## src/design/go_to_goal_pid_controller_assert.svh

```systemverilog
// ----------------------------------------------------------------------------
// Go-to-goal PID controller assertion macros
// Property wrappers shared by the controller RTL.
// ----------------------------------------------------------------------------
`ifndef GO_TO_GOAL_PID_CONTROLLER_ASSERT_SVH
`define GO_TO_GOAL_PID_CONTROLLER_ASSERT_SVH

// same-cycle implication
`define GTG_ASSERT_IMP(lbl, clk, rstn, ante, cons, msg) \
    lbl: assert property (@(posedge clk) disable iff (!rstn) (ante) |-> (cons)) \
        else $error(msg);

// next-cycle implication
`define GTG_ASSERT_NXT(lbl, clk, rstn, ante, cons, msg) \
    lbl: assert property (@(posedge clk) disable iff (!rstn) (ante) |=> (cons)) \
        else $error(msg);

`endif

```

## src/design/gtg_pkg.sv

```systemverilog
// ----------------------------------------------------------------------------
// Go-to-goal PID controller package
// Widths, constants, register indexes, state type and the CORDIC angle table.
// ----------------------------------------------------------------------------
`default_nettype none

package gtg_pkg;

    localparam int CORDIC_STEPS_DEF   = 24;
    localparam int INTEGRAL_WIDTH_DEF = 48;

    localparam int XW = 36;   // CORDIC x/y
    localparam int ZW = 37;   // angles, Q.30
    localparam int MW = 34;   // multiplier operand
    localparam int PRW = 2 * MW;
    localparam int SW = 66;   // command sums

    localparam logic signed [ZW-1:0] PI_Q30     = 37'sd3373259426;
    localparam logic signed [ZW-1:0] TWO_PI_Q30 = 37'sd6746518852;
    localparam logic signed [ZW-1:0] HEAD_LIMIT = 37'sd25736;
    localparam logic signed [ZW-1:0] HALF_LSB   = 37'sd65536;

    localparam logic [2:0] REG_VEL_KP = 3'd0;
    localparam logic [2:0] REG_VEL_KI = 3'd1;
    localparam logic [2:0] REG_VEL_KD = 3'd2;
    localparam logic [2:0] REG_ANG_KP = 3'd3;
    localparam logic [2:0] REG_ANG_KI = 3'd4;
    localparam logic [2:0] REG_ANG_KD = 3'd5;

    localparam logic OP_UPDATE = 1'b0;
    localparam logic OP_CLEAR  = 1'b1;

    // multiply sequence of the PID phase
    localparam logic [2:0] MOP_VKP = 3'd0;
    localparam logic [2:0] MOP_VKD = 3'd1;
    localparam logic [2:0] MOP_VLO = 3'd2;
    localparam logic [2:0] MOP_VHI = 3'd3;
    localparam logic [2:0] MOP_AKP = 3'd4;
    localparam logic [2:0] MOP_AKD = 3'd5;
    localparam logic [2:0] MOP_ALO = 3'd6;
    localparam logic [2:0] MOP_AHI = 3'd7;

    typedef enum logic [2:0] {
        ST_IDLE,
        ST_SQ,
        ST_ITER,
        ST_ERR,
        ST_WRAP,
        ST_INTEG,
        ST_MUL,
        ST_FIN
    } t_state;

    function automatic logic signed [ZW-1:0] atan_q30(input logic [4:0] i);
        logic signed [ZW-1:0] v;
        case (i)
            5'd0:    v = 37'sd843314857;
            5'd1:    v = 37'sd497837829;
            5'd2:    v = 37'sd263043837;
            5'd3:    v = 37'sd133525159;
            5'd4:    v = 37'sd67021687;
            5'd5:    v = 37'sd33543516;
            5'd6:    v = 37'sd16775851;
            5'd7:    v = 37'sd8388437;
            5'd8:    v = 37'sd4194283;
            5'd9:    v = 37'sd2097149;
            5'd10:   v = 37'sd1048576;
            5'd31:   v = '0;
            default: v = 37'sd1 <<< (5'd30 - i);
        endcase
        return v;
    endfunction

endpackage

`default_nettype wire

```

## src/design/gtg_mul.sv

```systemverilog
// ----------------------------------------------------------------------------
// Shared multiplier
// Signed 34x34 multiply with a registered product.
// ----------------------------------------------------------------------------
`default_nettype none

module gtg_mul (
    input  wire logic                            i_clk,
    input  wire logic signed [gtg_pkg::MW-1:0]   i_a,
    input  wire logic signed [gtg_pkg::MW-1:0]   i_b,
    output logic signed      [gtg_pkg::PRW-1:0]  o_prod
);

    logic signed [gtg_pkg::PRW-1:0] r_prod;

    always_ff @(posedge i_clk) begin
        r_prod <= i_a * i_b;
    end

    assign o_prod = r_prod;

endmodule

`default_nettype wire

```

## config.mk

```make
export PLATFORM = sky130hd
export DESIGN_NAME = gtg_mul
export DESIGN_NICKNAME = d
export VERILOG_FILES = /design/src/design/go_to_goal_pid_controller_assert.svh /design/src/design/gtg_pkg.sv /design/src/design/gtg_mul.sv
export SDC_FILE = /design/constraint.sdc
export NUM_CORES = 2
export LEC_CHECK = 0
export ABC_AREA = 1
export BUFFER_PORTS_ARGS = -buffer_cell sky130_fd_sc_hd__buf_2
export CORE_ASPECT_RATIO = 2
export CORE_MARGIN = 1.5
export CORE_UTILIZATION = 40
export CTS_CLUSTER_DIAMETER = 100
export DETAILED_ROUTE_END_ITERATION = 7
export PLACE_DENSITY = 0.62
export SLEW_MARGIN = 20
export SYNTH_ARGS = -nofsm -noshare
export SYNTH_HDL_FRONTEND = slang
export SYNTH_SLANG_ARGS = --single-unit
```

## constraint.sdc

```tcl
create_clock -name i_clk -period 22.1 [get_ports i_clk]
set_clock_uncertainty 0.05 [all_clocks]
set_input_delay 1.105 -clock i_clk [delete_from_list [all_inputs] [get_ports i_clk]]
set_output_delay 1.105 -clock i_clk [all_outputs]
set_load 0.01 [all_outputs]
```

==> run_results.csv <==
group,metric,value,unit
timing,period_share,0.398,
detailed_routing,drc,0,
synth,syn-instance-count,5972,
detailed_routing,drt_wl_total,147000,um
synth,synthDistinctLibCells,32,
timing,rsz0062_at_grt,"no",
worst_setup_path,cpMaxStageDelayCell,"fa_1",
placement,hpwl,125000,um
worst_setup_path,crit_path_frequent_cell,"fa_1",
layout,syn2layout_area_growth,4.42,%
placement,port_buffers,136,
worst_setup_path,arrival,9010,ps
clock_network,post_cts_buffers,0,
layout,largest_reg_flops,68,
synth,ys_ff_latch,68,
synth,async_reset_ff_frac,0,
worst_setup_path,path_buf_inv,4,
detailed_routing,viasPerCell,4.87,
timing,setup_violations,0,
clock_network,clock_sinks,68,
detailed_routing,first_pass_iters,6,
global_routing,grt_pass1_vias,41400,
synth,syn_area,0.0462,mm^2
worst_setup_path,path_delay_family,"adder cells",
die,fp-row-count,176,
global_routing,gr-usage-all-layers,0.259,
detailed_routing,drtIter0Drc,1688,
global_routing,grt_max_degree,36,
synth,synth_area_leader_cell,"fa_1",
worst_setup_path,worstSetupPathType,"in2reg",
worst_hold_path,hold_depth,4,
synth,yosysMostFrequentCell,"inv_1",
detailed_routing,vias,36000,
placement,dpl_cell_area,0.0480,mm^2
timing,tightest_slew,1200,ps
synth,synth_edf_count,0,
layout,drive_above_1_share,0.0403,
timing,hold_violations,0,
worst_hold_path,hp-class,"in2reg",
detailed_routing,postRouteAntennaNets,0,
synth,synthFlopType,"dfxtp_1",
status,status,"complete, no violations",
layout,final_net_count,7387,
synth,synth_area_per_cell,7.74,um^2
worst_setup_path,cp.depth,22,
timing,relSlewSlack,0.197,
synth,synth_top_area_share,0.537,
synth,syn_nets,7486,
timing,min_period,8800,ps
layout,fin_area,0.0483,mm^2
die,coreArea,0.115,mm^2
timing,tns,0,ps
clock_network,numCtsBuffers,9,
worst_setup_path,path_max_fanout,34,
layout,fillers,11600,
run,cap_viol_max_count,0,
synth,yosysSeqAreaShare,0.0295,
worst_setup_path,cp_slowest_stage_delay,900,ps
global_routing,antenna_found_initial,8,
clock_network,cts_resized,0,
worst_setup_path,cp-end-kind,"flop",
worst_setup_path,path_cells,"buf_2 > nand2_1 > fa_1 > fa_1 > inv_1 > fa_1 > inv_1 > fa_1 > fa_1 > fa_1 > fa_1 > inv_1 > fa_1 > ha_1 > a21oi_1 > o21ai_0 > a21oi_1 > nand2_1 > a21oi_1 > nand2_1 > nand2_1 > nand2_1",
synth,synth_area_leaders,"fa_1, inv_1, nand2_1",
clock_network,clk_pin_slew,60,ps
clock_network,h-tree-depth,3,
worst_setup_path,critPathLaunchType,"input pin",
clock_network,root_buffer,"clkbuf_16",
clock_network,cts_tree,"done",
clock_network,holdBufCountCts,0,
synth,synth_top_cells_by_count,"inv_1, nand2_1, fa_1, clkbuf_1, ha_1",
timing,fmaxAchievable,114,MHz
die,ioPinCount,137,
worst_setup_path,cp.required,22300,ps
die,dieArea,0.118,mm^2
timing,finalMaxSlewViolations,0,
clock_network,cts_max_path_buffers,2,
die,die_h,484,um
die,initial_core_util,0.403,
die,fp.dieW,243,um
global_routing,grt-ovfl-total,0,
global_routing,grt_pass1_wl,228000,um
detailed_routing,wl_per_cell,19.9,um
worst_hold_path,hold_end,"o_prod[0]$_DFF_P_",
placement,place_congestion,1.04,
worst_hold_path,hold_start,"i_b[0]",
synth,synth_warnings,0,
-- worst min-delay path: cells and delay by family --
kind	cells	cell delay, ps
and+or+nand+nor	1	130
buffers and inverters	3	400
-- layer usage --
layer	track usage	routed length [um]	vias to the layer above
li1	-	-	15800
met1	0.242	44400	18200
met2	0.499	82300	1282
met3	0.0210	5200	676
met4	0.216	15000	6
met5	0	37	-
-- kinds of logic after synthesis --
logic type                 Yosys count  synth area share
DFF                                 68            0.0295
AOI/OAI and AO/OA                   95            0.0113
and+or+nand+nor                   1939             0.166
adders and majority gates         1445             0.593
buffers and inverters             2390             0.194
xor gates and xnor gates            35           0.00663
-- area by class of cell --
| type | instances | area, um^2 | area share |
|---|---|---|---|
| tap | 1513 | 1890 | 0.0392 |
| antenna | 5 | 12.5 | 0.000259 |
| timing repair buffer | 161 | 868 | 0.0180 |
| inverter | 2119 | 7950 | 0.165 |
| clock inverter | 5 | 52.6 | 0.00109 |
| clock buffer | 11 | 233 | 0.00482 |
| multi-input combinational | 3514 | 35900 | 0.744 |
| sequential | 68 | 1360 | 0.0282 |
-- worst max-delay path by stage --
stage | start | endpoint | slack (ps)
final | i_b[10] | o_prod[64]$_DFF_P_ | 13300
after global routing | i_b[10] | o_prod[60]$_DFF_P_ | 12910
after CTS | i_a[33] | o_prod[60]$_DFF_P_ | 13270
after detailed placement | i_a[33] | o_prod[60]$_DFF_P_ | 12900
after global placement | i_b[10] | o_prod[60]$_DFF_P_ | 13010
after floorplan | i_a[33] | o_prod[66]$_DFF_P_ | 14120
-- metrics by stage --
| stage | setup slack, ps | cells | util | hold WS, ps |
|---|---|---|---|---|
| after floorplan | 14120 | 5972 | - | 1330 |
| after global placement | 13010 | 7375 | 0.418 | 1450 |
| after detailed placement | 12900 | 7375 | 0.418 | 1450 |
| after CTS | 13270 | 7391 | 0.421 | 1270 |
| after global routing | 12910 | 7394 | 0.421 | 1300 |
| final | 13300 | 7396 | 0.421 | 1270 |
-- cell usage in the layout, fill, tap and decap left out --
cell        synthesis  routed
inv_1            2116    2114
nand2_1          1661    1661
fa_1             1241    1240
ha_1              204     204
buf_2               0     136
nor2_1            115     115
nand3_1            70      70
dfxtp_1            68      68
a21oi_1            59      59
xor2_1             33      33
buf_4               0      25
nand2_2            20      20
nand4_1            19      19
o21ai_0            18      18
nor3_1             15      15
o21bai_1           11      11
nor2_2              9       9
clkbuf_16           0       9
or2_2               8       8
nand3_2             7       7
diode_2             0       5
nor3_2              5       5
a21oi_2             4       4
nand3b_1            3       3
inv_2               3       3
clkinv_2            0       3
clkinv_1            0       2
nor3_4              2       2
nand2_4             2       2
xnor2_1             2       2
clkbuf_1          269       2
nor4_2              1       1
o21ai_1             1       1
a21o_1              1       1
o21a_1              1       1
nand2b_1            1       1
and2_1              1       1
fa_2                0       1
bufinv_16           0       1
clkinvlp_4          0       1
Power is left out: the tool's default activity adds up to more than one toggle a clock period on the data nets, which glitch-free logic cannot reach.
